===== src/rtl/stp_pkg.sv =====
// Shared types and widths for the string to integer parser.
package stp_pkg;

  localparam int unsigned CharW  = 8;
  localparam int unsigned BaseW  = 6;
  localparam int unsigned ValueW = 64;
  localparam int unsigned CountW = 16;
  localparam int unsigned OutW   = ValueW + CountW;

  // One input character with its start marker
  typedef struct packed {
    logic             start_req;
    logic [CharW-1:0] character;
  } item_t;

  // One parse result, value in the low bits
  typedef struct packed {
    logic [CountW-1:0] consumed_count;
    logic [ValueW-1:0] value;
  } result_t;

endpackage


===== src/rtl/string_to_integer_parser.sv =====
// Streaming strtol-style parser: one character in, one integer out per string.
//
// Characters arrive on the s_axis channel, one per transfer: tdata[7:0] is
// the character and tuser[0] the start marker that opens a new conversion
// (and abandons any conversion in progress without a result). The radix is
// written on the cfg channel (0 selects automatic decimal, octal or hex)
// and is taken up when the next conversion starts; cfg_ready_o is always high.
// Leading blanks, a sign and a 0 or 0x prefix are accepted, then digits.
// The first character that is not a digit of the base ends the conversion
// and yields one m_axis transfer: tdata[63:0] is the signed value (wrapping
// modulo 2^64), tdata[79:64] the saturating count of consumed characters.
// Characters outside a conversion are taken and dropped.
// Throughput is one character per cycle while the receiver does not stall: the
// 64 by 6 bit multiply-add of the digit accumulator is combinational. A result
// passes from the input register, through the parser, to the result register.
// While the receiver stalls with a result held, the parser stops and the
// input register fills, after which s_axis_tready falls.
// Reset empties both registers, ends any conversion and clears the base to 0.
module string_to_integer_parser #(
  parameter longint unsigned COUNT_MAX = 65535
) (
  input  logic                       clk_i,
  input  logic                       rst_ni,
  // Configuration: number_base
  input  logic                       cfg_valid_i,
  output logic                       cfg_ready_o,
  input  logic [stp_pkg::BaseW-1:0]  cfg_data_i,
  // Characters in
  input  logic                       s_axis_tvalid,
  output logic                       s_axis_tready,
  input  logic [stp_pkg::CharW-1:0]  s_axis_tdata,  // [7:0] character
  input  logic                       s_axis_tuser,  // [0] start_req
  // Results out
  output logic                       m_axis_tvalid,
  input  logic                       m_axis_tready,
  output logic [stp_pkg::OutW-1:0]   m_axis_tdata   // [63:0] value, [79:64] consumed_count
);
  import stp_pkg::*;

  item_t   s_item, item;
  result_t res;
  logic    item_fire, res_valid, room;

  assign cfg_ready_o       = 1'b1;
  assign s_item.start_req  = s_axis_tuser;
  assign s_item.character  = s_axis_tdata;

  // Input register
  stp_in_stage u_in (
    .clk_i         (clk_i),
    .rst_ni        (rst_ni),
    .s_axis_tvalid (s_axis_tvalid),
    .s_axis_tready (s_axis_tready),
    .s_item_i      (s_item),
    .drain_ok_i    (room),
    .item_fire_o   (item_fire),
    .item_o        (item)
  );

  // Parse state and update
  stp_parse_core #(
    .COUNT_MAX (COUNT_MAX)
  ) u_core (
    .clk_i       (clk_i),
    .rst_ni      (rst_ni),
    .cfg_valid_i (cfg_valid_i),
    .cfg_data_i  (cfg_data_i),
    .item_fire_i (item_fire),
    .item_i      (item),
    .res_valid_o (res_valid),
    .res_o       (res)
  );

  // Result register
  stp_out_stage u_out (
    .clk_i         (clk_i),
    .rst_ni        (rst_ni),
    .res_valid_i   (res_valid),
    .res_i         (res),
    .room_o        (room),
    .m_axis_tvalid (m_axis_tvalid),
    .m_axis_tready (m_axis_tready),
    .m_axis_tdata  (m_axis_tdata)
  );

endmodule


===== src/rtl/stp_in_stage.sv =====
// Input register stage: holds one accepted character until the parser takes it.
module stp_in_stage (
  input  logic          clk_i,
  input  logic          rst_ni,
  input  logic          s_axis_tvalid,
  output logic          s_axis_tready,
  input  stp_pkg::item_t s_item_i,
  input  logic          drain_ok_i,
  output logic          item_fire_o,
  output stp_pkg::item_t item_o
);
  import stp_pkg::*;

  logic  full_q;
  item_t item_q;

  // Pass the held character on when the result side has room
  assign item_fire_o   = full_q & drain_ok_i;
  assign s_axis_tready = ~full_q | drain_ok_i;
  assign item_o        = item_q;

  // Track occupancy of the input register
  always_ff @(posedge clk_i or negedge rst_ni) begin
    if (!rst_ni) begin
      full_q <= 1'b0;
    end else if (s_axis_tready) begin
      full_q <= s_axis_tvalid;
    end
  end

  // Capture the payload on each transfer
  always_ff @(posedge clk_i) begin
    if (s_axis_tvalid && s_axis_tready) begin
      item_q <= s_item_i;
    end
  end

endmodule


===== src/rtl/stp_parse_core.sv =====
// Parse state and per-character update: whitespace, sign, prefix and digits.
module stp_parse_core #(
  parameter longint unsigned COUNT_MAX = 65535
) (
  input  logic                      clk_i,
  input  logic                      rst_ni,
  input  logic                      cfg_valid_i,
  input  logic [stp_pkg::BaseW-1:0] cfg_data_i,
  input  logic                      item_fire_i,
  input  stp_pkg::item_t            item_i,
  output logic                      res_valid_o,
  output stp_pkg::result_t          res_o
);
  import stp_pkg::*;

  localparam int unsigned CntW = $clog2(COUNT_MAX + 64'd1);
  localparam int unsigned ExtW = (CntW > CountW) ? CntW : CountW;
  localparam logic [CntW-1:0] CntMax = CntW'(COUNT_MAX);

  localparam logic [CharW-1:0] CharSpace = 8'h20;
  localparam logic [CharW-1:0] CharTab   = 8'h09;
  localparam logic [CharW-1:0] CharPlus  = 8'h2B;
  localparam logic [CharW-1:0] CharMinus = 8'h2D;
  localparam logic [CharW-1:0] CharZero  = 8'h30;
  localparam logic [CharW-1:0] CharNine  = 8'h39;
  localparam logic [CharW-1:0] CharLowA  = 8'h61;
  localparam logic [CharW-1:0] CharLowX  = 8'h78;
  localparam logic [CharW-1:0] CharLowZ  = 8'h7A;
  localparam logic [CharW-1:0] CharUpA   = 8'h41;
  localparam logic [CharW-1:0] CharUpZ   = 8'h5A;

  localparam logic [BaseW-1:0] BaseAuto = 6'd0;
  localparam logic [BaseW-1:0] BaseOct  = 6'd8;
  localparam logic [BaseW-1:0] BaseDec  = 6'd10;
  localparam logic [BaseW-1:0] BaseHex  = 6'd16;
  localparam logic [BaseW-1:0] LetterOff = 6'd10;

  typedef enum logic [2:0] {
    PhDone,
    PhSpace,
    PhPrefix,
    PhZero,
    PhDigits
  } phase_e;

  phase_e              phase_q, phase_d, phase_cur;
  logic [ValueW-1:0]   acc_q, acc_d, acc_cur;
  logic [CntW-1:0]     cnt_q, cnt_d, cnt_cur;
  logic                neg_q, neg_d, neg_cur;
  logic [BaseW-1:0]    base_q, base_d, base_cur;
  logic [BaseW-1:0]    number_base_q;
  logic [CharW-1:0]    chr;
  logic [BaseW-1:0]    dig;
  logic                dig_ok;
  logic                to_prefix, to_digit, bump, emit;
  logic [ExtW-1:0]     cnt_ext;

  assign chr = item_i.character;

  // Decode an alphanumeric character to its digit value
  always_comb begin
    dig    = '0;
    dig_ok = 1'b0;
    if (chr >= CharZero && chr <= CharNine) begin
      dig    = BaseW'(chr - CharZero);
      dig_ok = 1'b1;
    end else if (chr >= CharLowA && chr <= CharLowZ) begin
      dig    = BaseW'(chr - CharLowA) + LetterOff;
      dig_ok = 1'b1;
    end else if (chr >= CharUpA && chr <= CharUpZ) begin
      dig    = BaseW'(chr - CharUpA) + LetterOff;
      dig_ok = 1'b1;
    end
  end

  // Work out the next parse state for the current character
  always_comb begin
    phase_cur = item_i.start_req ? PhSpace       : phase_q;
    acc_cur   = item_i.start_req ? '0            : acc_q;
    cnt_cur   = item_i.start_req ? '0            : cnt_q;
    neg_cur   = item_i.start_req ? 1'b0          : neg_q;
    base_cur  = item_i.start_req ? number_base_q : base_q;

    phase_d   = phase_cur;
    acc_d     = acc_cur;
    cnt_d     = cnt_cur;
    neg_d     = neg_cur;
    base_d    = base_cur;
    to_prefix = 1'b0;
    to_digit  = 1'b0;
    bump      = 1'b0;
    emit      = 1'b0;

    unique case (phase_cur)
      PhDone: begin
      end
      PhSpace: begin
        if (chr == CharSpace || chr == CharTab) begin
          bump = 1'b1;
        end else if (chr == CharPlus || chr == CharMinus) begin
          neg_d   = neg_cur | (chr == CharMinus);
          bump    = 1'b1;
          phase_d = PhPrefix;
        end else begin
          to_prefix = 1'b1;
        end
      end
      PhPrefix: begin
        to_prefix = 1'b1;
      end
      PhZero: begin
        if (chr == CharLowX) begin
          bump    = 1'b1;
          base_d  = BaseHex;
          phase_d = PhDigits;
        end else begin
          if (base_cur == BaseAuto) begin
            base_d = BaseOct;
          end
          to_digit = 1'b1;
        end
      end
      PhDigits: begin
        to_digit = 1'b1;
      end
      default: begin
      end
    endcase

    // Optional leading zero of an octal or hex prefix
    if (to_prefix) begin
      if ((base_cur == BaseAuto || base_cur == BaseHex) && chr == CharZero) begin
        bump    = 1'b1;
        phase_d = PhZero;
      end else begin
        if (base_cur == BaseAuto) begin
          base_d = BaseDec;
        end
        to_digit = 1'b1;
      end
    end

    // Accumulate a digit or end the conversion
    if (to_digit) begin
      if (dig_ok && dig < base_d) begin
        acc_d   = acc_cur * ValueW'(base_d) + ValueW'(dig);
        bump    = 1'b1;
        phase_d = PhDigits;
      end else begin
        phase_d = PhDone;
        emit    = 1'b1;
      end
    end

    // Saturating character count
    if (bump && cnt_cur < CntMax) begin
      cnt_d = cnt_cur + CntW'(1);
    end
  end

  // Build the result from the state before the terminating character
  assign cnt_ext               = ExtW'(cnt_cur);
  assign res_valid_o           = item_fire_i & emit;
  assign res_o.value           = neg_cur ? (ValueW'(0) - acc_cur) : acc_cur;
  assign res_o.consumed_count  = (cnt_ext > ExtW'({CountW{1'b1}})) ? {CountW{1'b1}}
                                                                    : cnt_ext[CountW-1:0];

  // Hold the base register and parse state
  always_ff @(posedge clk_i or negedge rst_ni) begin
    if (!rst_ni) begin
      number_base_q <= '0;
      phase_q       <= PhDone;
      acc_q         <= '0;
      cnt_q         <= '0;
      neg_q         <= 1'b0;
      base_q        <= '0;
    end else begin
      if (cfg_valid_i) begin
        number_base_q <= cfg_data_i;
      end
      if (item_fire_i) begin
        phase_q <= phase_d;
        acc_q   <= acc_d;
        cnt_q   <= cnt_d;
        neg_q   <= neg_d;
        base_q  <= base_d;
      end
    end
  end

  // A result always closes the conversion
  assert property (@(posedge clk_i) disable iff (!rst_ni)
    res_valid_o |=> phase_q == PhDone)
    else $error("parser still active after giving a result");

  // Count never runs past its limit
  assert property (@(posedge clk_i) disable iff (!rst_ni)
    cnt_q <= CntMax)
    else $error("character count beyond limit");

  // Digits are only taken once a concrete base is chosen
  assert property (@(posedge clk_i) disable iff (!rst_ni)
    phase_q == PhDigits |-> base_q != BaseAuto)
    else $error("digit phase entered with automatic base");

endmodule


===== src/rtl/stp_out_stage.sv =====
// Result register: holds one parse result until the receiver takes it.
module stp_out_stage (
  input  logic                     clk_i,
  input  logic                     rst_ni,
  input  logic                     res_valid_i,
  input  stp_pkg::result_t         res_i,
  output logic                     room_o,
  output logic                     m_axis_tvalid,
  input  logic                     m_axis_tready,
  output logic [stp_pkg::OutW-1:0] m_axis_tdata
);
  import stp_pkg::*;

  logic    valid_q;
  result_t res_q;

  // Room for a new result once the held one leaves
  assign room_o        = ~valid_q | m_axis_tready;
  assign m_axis_tvalid = valid_q;
  assign m_axis_tdata  = res_q;

  // Track the held result
  always_ff @(posedge clk_i or negedge rst_ni) begin
    if (!rst_ni) begin
      valid_q <= 1'b0;
    end else if (room_o) begin
      valid_q <= res_valid_i;
    end
  end

  // Load the payload on a new result
  always_ff @(posedge clk_i) begin
    if (room_o && res_valid_i) begin
      res_q <= res_i;
    end
  end

endmodule

===== config.mk =====
export PLATFORM = sky130hd
export DESIGN_NAME = string_to_integer_parser
export DESIGN_NICKNAME = d
export VERILOG_FILES = /design/src/rtl/stp_pkg.sv /design/src/rtl/string_to_integer_parser.sv /design/src/rtl/stp_in_stage.sv /design/src/rtl/stp_parse_core.sv /design/src/rtl/stp_out_stage.sv
export SDC_FILE = /design/constraint.sdc
export NUM_CORES = 1
export LEC_CHECK = 0
export BUFFER_PORTS_ARGS = -buffer_cell sky130_fd_sc_hd__buf_2
export CAP_MARGIN = 10
export CORE_AREA = 5 5 274 276
export DETAILED_ROUTE_END_ITERATION = 10
export DIE_AREA = 0 0 279 281
export HOLD_SLACK_MARGIN = 0.12
export PLACE_DENSITY = 0.47
export SYNTH_ARGS = -nofsm -noshare
export SYNTH_HDL_FRONTEND = slang
export SYNTH_SLANG_ARGS = --single-unit

===== constraint.sdc =====
create_clock -name clk_i -period 10 [get_ports clk_i]
set_input_delay 2 -clock clk_i [delete_from_list [all_inputs] [get_ports clk_i]]
set_output_delay 2 -clock clk_i [all_outputs]
set_load 0.05 [all_outputs]

# ---- Word-level counts from Yosys, hierarchy flattened
# Cells that the tools add are included.
dict set report totals {
  register_bits 187
  inputBits 20
  output_inout_bits 83
  elab_cells 109
}
dict set report classes {
  add_sub_neg 8
  mul 1
  order_cmp 9
  eq_ne 11
  mux 49
  bitwise 7
  n_reduce_logical 12
}
# cell n
set op_table {}
lappend op_table {{$mux W64} 4}
lappend op_table {{$add A64 B6 Y64} 1}
lappend op_table {{$mul A64 B6 Y64} 1}
lappend op_table {{$sub A1 B64 Y64 const A} 1}
lappend op_table {{$mux W6} 10}
lappend op_table {{$eq A8 B6 Y1 const B} 4}
lappend op_table {{$mux W16} 2}
lappend op_table {{$mux W3} 8}
lappend op_table {{$mux W1} 21}
lappend op_table {{$add A16 B1 Y16 const B} 1}
lappend op_table {{$ge A8 B7 Y1 const B} 2}
lappend op_table {{$gt A16 B16 Y1 const B} 1}
lappend op_table {{$le A8 B7 Y1 const B} 2}
lappend op_table {{$lt A16 B16 Y1 const B} 1}
lappend op_table {{$add A6 B4 Y6 const B} 2}
lappend op_table {{$sub A6 B6 Y6 const B} 2}
lappend op_table {{$eq A8 B4 Y1 const B} 1}
lappend op_table {{$eq A8 B7 Y1 const B} 1}
lappend op_table {{$ge A8 B6 Y1 const B} 1}
lappend op_table {{$le A8 B6 Y1 const B} 1}
lappend op_table {{$logic_and A1 B1 Y1} 8}
lappend op_table {{$eq A3 B2 Y1 const B} 2}
lappend op_table {{$eq A6 B5 Y1 const B} 1}
lappend op_table {{$logic_not A6 Y1} 1}
lappend op_table {{other kinds (10)} 18}

# ---- Longest topological paths before layout
# Gate-level depths: netlist of the first run.
dict set report depth {
  ltp_word 14
  ltp_mapped 29
  ltp_nobuf 26
}

# ---- Hierarchy
# Synthesis of the first run repeated with hierarchy kept, for this count alone.
dict set report hier_totals {
  cells_unflattened 2249
  hier_area_um2 20418.3
}
# module n_inst cells_per_inst area_per_inst_um2 seq_area_each_um2
set modules_own_cells {}
lappend modules_own_cells {stp_parse_core 1 2149 17620.6 2402.3}
lappend modules_own_cells {stp_out_stage 1 84 2456.1 2427.3}
lappend modules_own_cells {stp_in_stage 1 14 330.3 295.3}
lappend modules_own_cells {string_to_integer_parser 1 2 11.3 0.0}

# ---- Least setup slack after synthesis of the first run
# Ideal clock, no wire load.
dict set report synth_path {
  kind {register to register}
  from {register u_in.item_q, in the netlist u_in.item_o[8]}
  to {register u_core.acc_q[61]}
  arrival_time_ns 6.930
  t_required_ns 9.878
  slack_ns 2.949
  stages_incl_launch_ff 29
  n_path_buf 4
  path_cell_list {edfxtp_1 > clkbuf_1 > or4_1 > or4_1 > o21ai_0 > and3_1 > buf_2 > or3_1 > clkbuf_1 > clkbuf_1 > nor2_1 > fa_1 > inv_1 > fa_1 > inv_1 > fa_1 > inv_1 > fa_1 > inv_1 > ha_1 > o211ai_1 > o21a_1 > a211oi_1 > o32ai_1 > a21oi_1 > o31ai_1 > a21oi_1 > or3_1 > a32o_1}
}
dict set report synth_via {
  elab_chain_cells 12
}
# element line_no
set synth_rtl {}
lappend synth_rtl {{start, declared} stp_in_stage.sv:15} ;# item_t item_q;
lappend synth_rtl {{start signal, assigned} stp_in_stage.sv:34} ;# item_q <= s_item_i;
lappend synth_rtl {{$mux W6} stp_parse_core.sv:82} ;# base_cur = item_i.start_req ? number_base_q : base_q;
lappend synth_rtl {{$logic_not A6 Y1} {stp_parse_core.sv:117, stp_parse_core.sv:132, stp_parse_core.sv:136}}
lappend synth_rtl {{$mux W6} stp_parse_core.sv:117} ;# if (base_cur == BaseAuto) begin
lappend synth_rtl {{$mux W6} stp_parse_core.sv:112} ;# if (chr == CharLowX) begin
lappend synth_rtl {{$mux W6} stp_parse_core.sv:94} ;# unique case (phase_cur)
lappend synth_rtl {{$mux W6} stp_parse_core.sv:136} ;# if (base_cur == BaseAuto) begin
lappend synth_rtl {{$mux W6} stp_parse_core.sv:132} ;# if ((base_cur == BaseAuto || base_cur == BaseHex) && chr == CharZero) begin
lappend synth_rtl {{$mux W6} stp_parse_core.sv:131} ;# if (to_prefix) begin
lappend synth_rtl {{$mul A64 B6 Y64 / $lt A6 B6 Y1 (equally long branches)} {stp_parse_core.sv:146, stp_parse_core.sv:145}}
lappend synth_rtl {{$add A64 B6 Y64 / $logic_and A1 B1 Y1 (equally long branches)} {stp_parse_core.sv:146, stp_parse_core.sv:145}}
lappend synth_rtl {{$mux W64} stp_parse_core.sv:145} ;# if (dig_ok && dig < base_d) begin
lappend synth_rtl {{$mux W64 *} stp_parse_core.sv:144} ;# if (to_digit) begin
lappend synth_rtl {{end signal, assigned} stp_parse_core.sv:173} ;# acc_q <= '0;
lappend synth_rtl {{end signal, assigned} stp_parse_core.sv:183} ;# acc_q <= acc_d;
lappend synth_rtl {{end, declared} stp_parse_core.sv:47} ;# logic [ValueW-1:0] acc_q, acc_d, acc_cur;
# Mark *: on every way between the ends. The rest lies on a longest branch, timed or not.
# A chain may end at the register's enable or synchronous reset.

# ---- Worst setup path after layout of the first run
dict set report layout_path {
  from {register u_in.item_q, in the netlist u_in.item_o[4]}
  to {register u_core.acc_q[61]}
}
dict set report layout_via {
  elab_chain_cells 10
}
# element line_no
set layout_rtl {}
lappend layout_rtl {{$eq A8 B6 Y1 / $eq A8 B7 Y1 (equally long branches)} {stp_parse_core.sv:100, stp_parse_core.sv:112}}
lappend layout_rtl {{$logic_or A1 B1 Y1 / $mux W6 (equally long branches)} {stp_parse_core.sv:100, stp_parse_core.sv:112}}
lappend layout_rtl {{$mux W1 / $mux W6 (equally long branches)} {stp_parse_core.sv:100, stp_parse_core.sv:94}}
lappend layout_rtl {{$mux W1 / $mux W6 (equally long branches)} {stp_parse_core.sv:98, stp_parse_core.sv:136}}
lappend layout_rtl {{$pmux W1 S2 / $mux W6 (equally long branches)} {stp_parse_core.sv:94, stp_parse_core.sv:132}}
lappend layout_rtl {{$mux W6} stp_parse_core.sv:131}
lappend layout_rtl {{$mul A64 B6 Y64 / $lt A6 B6 Y1 (equally long branches)} {stp_parse_core.sv:146, stp_parse_core.sv:145}}
lappend layout_rtl {{$add A64 B6 Y64 / $logic_and A1 B1 Y1 (equally long branches)} {stp_parse_core.sv:146, stp_parse_core.sv:145}}
lappend layout_rtl {{$mux W64} stp_parse_core.sv:145}
lappend layout_rtl {{$mux W64 *} stp_parse_core.sv:144}
# Marks and branches as above.

==> qor.csv, run 1 <==
stage,metric,value,unit
clock_network,clkLatencyLatePin,0.51,ns
drt,drtIter0Drc,1177,
critical_path,cp_slowest_stage_delay,1.01,ns
critical_path,crit_slowest_cell,or3_2,
clock_network,holdBufCountCts,0,
yosys,synth_compound_area_share,13.6,%
clock_network,cts_resized,0,
sta,final-hold-violation-count,0,
yosys,synthTopCellsByArea,"fa_1, edfxtp_1, dfrtp_1",
yosys,synth_cell_type_count,75,
sta,worst_clock_skew,0.0162,ns
critical_path,path_buf_inv,1,
sta,finalCriticalPeriod,8.53,ns
yosys,ys_seq_elements,187,
drt,wl_per_cell,20.4,um
floorplanning,die-area,0.0784,mm^2
power,vdd_drop_max,0.000156,V
yosys,synth_top_area_share,23.2,%
yosys,ys_top_cells_by_count,"nor2_1, fa_1, nand2_1",
yosys,muxShareOfSynthArea,0.575,%
yosys,avgSynthCellArea,9.07,um^2
place,place.gp.congestion,0.881,
final_layout,area_growth,9.92,%
yosys,yosys.area_share.adder,31.9,%
final_layout,multi_input_area,0.0149,mm^2
clock_network,clk_pin_slew,0.09,ns
clock_network,htreeDepth,4,
run,drv_cap,0,
clock_network,numClockSinks,187,
final_layout,regArea,0.00513,mm^2
yosys,yosysWarningCount,0,
floorplanning,design.core.area,0.0723,mm^2
clock_network,cts_buffers,17,
critical_path,worstSetupStartpointType,flip-flop,
yosys,synthXorXnorAreaFrac,5.76,%
floorplanning,start_util,28.6,%
final_layout,fin_nets,2704,
yosys,syn-cell-area,0.0207,mm^2
sta,fin_crit_sh,85.3,%
final_layout,fillers,7566,
grt,grt_pass1_vias,18200,
yosys,synthCells,2282,
grt,track_usage,17.3,%
power,p_leak,10.7,nW
drt,via_count,17000,
grt,grt_pass1_wl,107,mm
drt,drt_pre_antenna_iters,5,
clock_network,clock_path_buffers,2,
worst_hold_path,hold_path.class,reg2reg,
critical_path,critPathArrivalTime,8.93,ns
yosys,syn_nets,2685,
sta,fmax,117,MHz
yosys,async_flop_share,52.4,%
final_layout,diodes,0,
floorplanning,row_count,99,
floorplanning,chipWidth,279,um
sta,holdWs,0.506,ns
grt,overflow,0,
sta,drv_slew,0,
critical_path,crit_chain,inv_1 -> ha_1 -> nand3b_1 -> a2111oi_4 -> o21ai_2 -> and3_1 -> or3_2 -> nor2_1 -> fa_1 -> fa_1 -> fa_1 -> ha_1 -> ha_1 -> and3_1 -> a21boi_0 -> o21a_1 -> o32ai_1 -> a21oi_1 -> o31ai_1 -> a21oi_1 -> or3_1 -> a32o_1,
place,place_hpwl,50.2,mm
yosys,yosysMostFrequentCell,nor2_1,
outcome,status,completed,
floorplanning,ios,103,
drt,routed_wl,66.9,mm
grt,antenna_found_initial,0,
critical_path,path_class,reg2reg,
floorplanning,die_y,281,um
critical_path,cp_max_fo,44,
critical_path,critPathTopFamily,compound AO/OA/AOI/OAI gates,
sta,slew_headroom,21.5,%
place,io_buffers,101,
yosys,synth-edff-count,89,
yosys,synth_ff_type,dfrtp_1,
drt,remaining_drc_errors,0,
yosys,synthSimpleGateAreaFrac,19.9,%
critical_path,cp.required,10.40,ns
yosys,synth_top_family_by_area,adder cells,
sta,worstMarginPinSlew,1.18,ns
sta,tns,0,ns
power,power_density,112,mW/mm^2
final_layout,layout-drive-gt1-share,8.34,%
drt,ant_nets,0,
sta,rsz0062_at_grt,false,
grt,grt_start_max_net_pins,79,
clock_network,root_buffer,clkbuf_16,
clock_network,cts_tree,yes,
clock_network,post-cts-setup-buffers,0,
yosys,yosysTopAreaCell,fa_1,
critical_path,endpoint_kind,flip-flop,
yosys,seq_area_frac_synth,24.8,%
drt,vias_per_cell,5.21,
sta,setup_viol,0,
[through the flow]
stage | instances | instance area [um^2] | total power [mW] | setup WS (ns) | util [%]
after floorplan | 2282 | 20700 | 1.52 | 2.95 | -
after global placement | 3241 | 22100 | 1.83 | 1.63 | 30.6
after detailed placement | 3241 | 22100 | 1.83 | 1.52 | 30.6
after CTS | 3273 | 22700 | 2.59 | 1.49 | 31.4
after global routing | 3273 | 22700 | 2.66 | 1.05 | 31.4
final | 3273 | 22700 | 2.55 | 1.47 | 31.4
[where the power goes]
group	switching [mW]	total, mW	internal (mW)
Clock	0.395	0.737	0.341
Combinational	0.695	0.845	0.150
Sequential	0.0580	0.967	0.909
Total	1.15	2.55	1.40
[path summary, 6_finish.rpt]
path	startpoint	end	slack, ns	depth (start not counted)
worst max-delay path	u_in.item_o[4]	u_core.acc_q[61]	1.47	22
worst min-delay path	u_core.base_q[5]	u_core.base_q[5]	0.51	2
worst max register to register	u_in.item_o[4]	u_core.acc_q[61]	1.47	22
worst min register to register	u_core.base_q[5]	u_core.base_q[5]	0.51	2
max in group asynchronous	rst_ni	u_core.acc_q[17]	7.09	2
min in group asynchronous	rst_ni	u_core.acc_q[1]	1.61	1
[cells in the final DEF, fill, tap and decap left out, drive strengths merged, types with 13 or more instances in the layout]
master and instances:
o21ai 119, nor3 38, dfrtp 98, o21bai 18, a21o 45, and3 22, nor4 19, nand2 228
nor2b 19, nand3 29, o21a 13, buf 120, and2 13, or3 14, a21oi 88, inv 77
o31ai 34, nor2 486, or2 14, nand4 23, clkbuf 17, fa 240, edfxtp 89, xor2 84
ha 143, xnor2 52
[per-layer routing]
metal  vias up  GRT usage, %  share of wire (%)
met5         -             0                  0
met4         0          4.67                1.9
met3        82          2.87                5.0
met2       487          28.2                 47
met1      8604          23.9                 46
li1       7865             -                  -
[registers in the layout, summed over array words and instances, names as in the netlist]
signal / count
u_in.full_q: 1
u_core.base_q: 6
u_core.number_base_q: 6
u_in.item_o: 9
u_core.neg_q: 1
u_core.cnt_q: 16
u_out.m_axis_tvalid: 1
u_out.m_axis_tdata: 80
u_core.acc_q: 64
u_core.phase_q: 3
[cell families (layout without fill, tap and decap cells)]
family	Yosys count	after routing
buf+inv	189	221
fa+ha+maj	383	383
simple gates	947	947
flops	187	187
other cells	1	1
compound gates	428	428
mux	11	11
xor+xnor	136	136
[cell type report]
class | instances | area share (%)
Multi-Input combinational cell | 1906 | 65.5
Sequential cell | 187 | 22.5
Tap cell | 959 | 5.28
Timing Repair Buffer | 120 | 2.86
Clock buffer | 17 | 1.87
Inverter | 69 | 1.14
Clock inverter | 15 | 0.825
[tightest hold or removal path: stages (launching register included)]
cell and delay, ns:
dfrtp_1 0.36, nand2_1 0.05, o21ai_0 0.06
Power figures use the tool's default switching activity.
==> inputs of run 2 (changes only) <==
- CORE_AREA: 5 5 274 276 -> 5 5 272 274
- DIE_AREA: 0 0 279 281 -> 0 0 277 279
- PLACE_DENSITY: 0.47 -> 0.48
- SYNTH_HIERARCHICAL: not set -> 1
==> run 2 against run 1 <==
  * Core utilization is 0.20 points higher
  * Critical endpoint is now u_core/acc_q[63]
  * Clock power rose by 9.8%
  * Register-to-register slack gained 0.33 ns
  * Largest cell class unchanged
  * Setup slack improved by 0.33 ns
  * Routed wire length fell by 4.6%
==> qor.csv, run 2 <==
stage,metric,value,unit
outcome,status,completed,
clock_network,cts_resized,0,
worst_hold_path,hold_path.class,reg2reg,
drt,vias_per_cell,5.16,
clock_network,clock_path_buffers,2,
clock_network,root_buffer,clkbuf_16,
grt,grt_pass1_vias,17200,
grt,antenna_found_initial,0,
yosys,avgSynthCellArea,9.08,um^2
yosys,synthTopCellsByArea,"fa_1, edfxtp_1, dfrtp_1",
yosys,syn_nets,2652,
sta,tns,0,ns
drt,ant_nets,0,
yosys,synth-edff-count,89,
floorplanning,start_util,28.7,%
clock_network,clk_pin_slew,0.08,ns
final_layout,largest_register_ffs,80,
final_layout,utilization,31.6,%
yosys,synth_ff_type,dfrtp_1,
floorplanning,ios,103,
final_layout,fillers,7480,
critical_path,path_class,reg2reg,
place,place_area,0.0218,mm^2
place,place.gp.congestion,0.868,
clock_network,post-cts-setup-buffers,0,
clock_network,holdBufCountCts,0,
grt,grt_start_max_net_pins,65,
final_layout,mostFrequentLayoutCell,nor2_1,
critical_path,critPathArrivalTime,8.57,ns
sta,fin_crit_sh,82.0,%
drt,drtIter0Drc,1290,
sta,rsz0062_at_grt,false,
sta,finalCriticalPeriod,8.20,ns
place,io_buffers,101,
floorplanning,chipWidth,277,um
floorplanning,row_count,98,
yosys,syn-cell-area,0.0204,mm^2
critical_path,cp_max_fo,39,
final_layout,final_cell_mix,"nor2_1, fa_1, nand2_1",
critical_path,worstSetupStartpointType,flip-flop,
critical_path,reg2reg_slack,1.80,ns
grt,overflow,0,
clock_network,cts_tree,yes,
drt,via_count,16700,
clock_network,numClockSinks,187,
yosys,synthCells,2249,
sta,drv_slew,0,
yosys,seq_area_frac_synth,25.1,%
clock_network,clkLatencyLatePin,0.50,ns
power,power_density,118,mW/mm^2
critical_path,endpoint_kind,flip-flop,
sta,final-hold-violation-count,0,
final_layout,design_area,0.0225,mm^2
yosys,yosysTopAreaCell,fa_1,
floorplanning,die-area,0.0773,mm^2
yosys,ys_top_cells_by_count,"nor2_1, fa_1, nand2_1",
final_layout,fin_nets,2674,
drt,wl_per_cell,19.7,um
grt,grt_pass1_wl,102,mm
yosys,ys_seq_elements,187,
final_layout,area_growth,10.2,%
sta,slew_headroom,35.3,%
sta,worst_clock_skew,0.0179,ns
floorplanning,die_y,279,um
power,vdd_drop_max,0.000159,V
yosys,yosysWarningCount,6,
sta,setup_viol,0,
run,drv_cap,0,
place,place_hpwl,48.3,mm
yosys,synth_cell_type_count,81,
grt,track_usage,16.6,%
floorplanning,design.core.area,0.0711,mm^2
final_layout,diodes,0,
clock_network,cts_buffers,17,
critical_path,cp.required,10.37,ns
drt,routed_wl,63.8,mm
yosys,async_flop_share,52.4,%
yosys,synth_top_area_share,23.5,%
yosys,yosysMostFrequentCell,nor2_1,
sta,fmax,122,MHz
power,p_leak,10.6,nW
drt,drt_pre_antenna_iters,5,
clock_network,htreeDepth,4,
sta,worstMarginPinSlew,0.970,ns
final_layout,layout-drive-gt1-share,8.80,%
drt,remaining_drc_errors,0,
[run 2: changes by cell type after synthesis, moves of 15 or more]
cell | before | now
xor2_1 | 84 | 67
nor3_1 | 37 | 22
a21o_1 | 45 | 29
o21ai_1 | 5 | 47
nand2_1 | 228 | 188
o21ai_0 | 113 | 88
nand3_1 | 29 | 107
[run 2: critical path, cell delays in order (launching register included)]
cell and delay, ns:
edfxtp_1 0.48, inv_1 0.18, ha_1 0.22, and4b_1 0.25, nand3_1 0.39, a21oi_1 0.69, inv_2 0.39, buf_4 0.40
nor2_1 0.22, fa_1 0.47, fa_1 0.52, fa_1 0.49, ha_1 0.31, ha_1 0.37, a21oi_1 0.27, o2111ai_1 0.22
a21o_1 0.28, o2111ai_1 0.37, nand4_1 0.32, a211oi_1 0.55, o221ai_1 0.22, a21oi_1 0.21, xnor2_1 0.13, o21ai_1 0.07
[run 2: per-layer routing]
layer | track usage (%) | share of wire, % | up-vias
li1 | - | - | 7696
met1 | 24.0 | 47 | 8430
met2 | 25.8 | 45 | 502
met3 | 3.11 | 5.9 | 61
met4 | 4.15 | 1.9 | 0
met5 | 0 | 0 | -
[run 2: kinds of logic (layout without fill, tap and decap cells)]
kind of cell,Yosys count,in the layout,share of synthesized area [%]
other,1,1,0.0184
AO/OA/AOI/OAI,391,391,11.9
multiplexers,20,20,1.04
flip-flops,187,187,25.1
AND/OR/NAND/NOR,951,951,20.6
buffers and inverters,189,224,3.59
XOR/XNOR,127,127,5.45
adder cells (fa/ha/maj),383,383,32.3
[run 2: final cells by class]
class	instances	area [um^2]	share of cell area (%)
Inverter	69	259	1.15
Sequential cell	187	5130	22.8
Tap cell	950	1190	5.28
Clock buffer	20	447	1.99
Clock inverter	12	208	0.923
Timing Repair Buffer	123	673	2.99
Multi-Input combinational cell	1873	14600	64.9
[run 2: metrics by stage]
stage	cells	power (mW)	setup WS, ns	hold WS [ns]
floorplan	2249	1.56	3.22	0.459
global placement	3202	1.85	2.08	0.480
detailed placement	3202	1.86	1.88	0.483
CTS	3234	2.68	1.83	0.500
global route	3234	2.77	1.32	0.535
finish	3234	2.65	1.80	0.501
[run 2: final timing paths]
| check | from | end | cells past startpoint |
|---|---|---|---|
| worst min register to register | u_core/base_q[0] | u_core/base_q[0] | 2 |
| max in group asynchronous | rst_ni | u_core/neg_q | 2 |
| min in group asynchronous | rst_ni | u_core/cnt_q[2] | 1 |
| worst max register to register | u_in/item_o[0] | u_core/acc_q[63] | 23 |
| worst min-delay path | u_core/base_q[0] | u_core/base_q[0] | 2 |
| worst max-delay path | u_in/item_o[0] | u_core/acc_q[63] | 23 |
[run 2: power by group]
group	internal (mW)	switching, mW	leakage [nW]
combinational	0.169	0.696	8.12
sequential	0.915	0.0611	2.19
clock	0.454	0.355	0.314
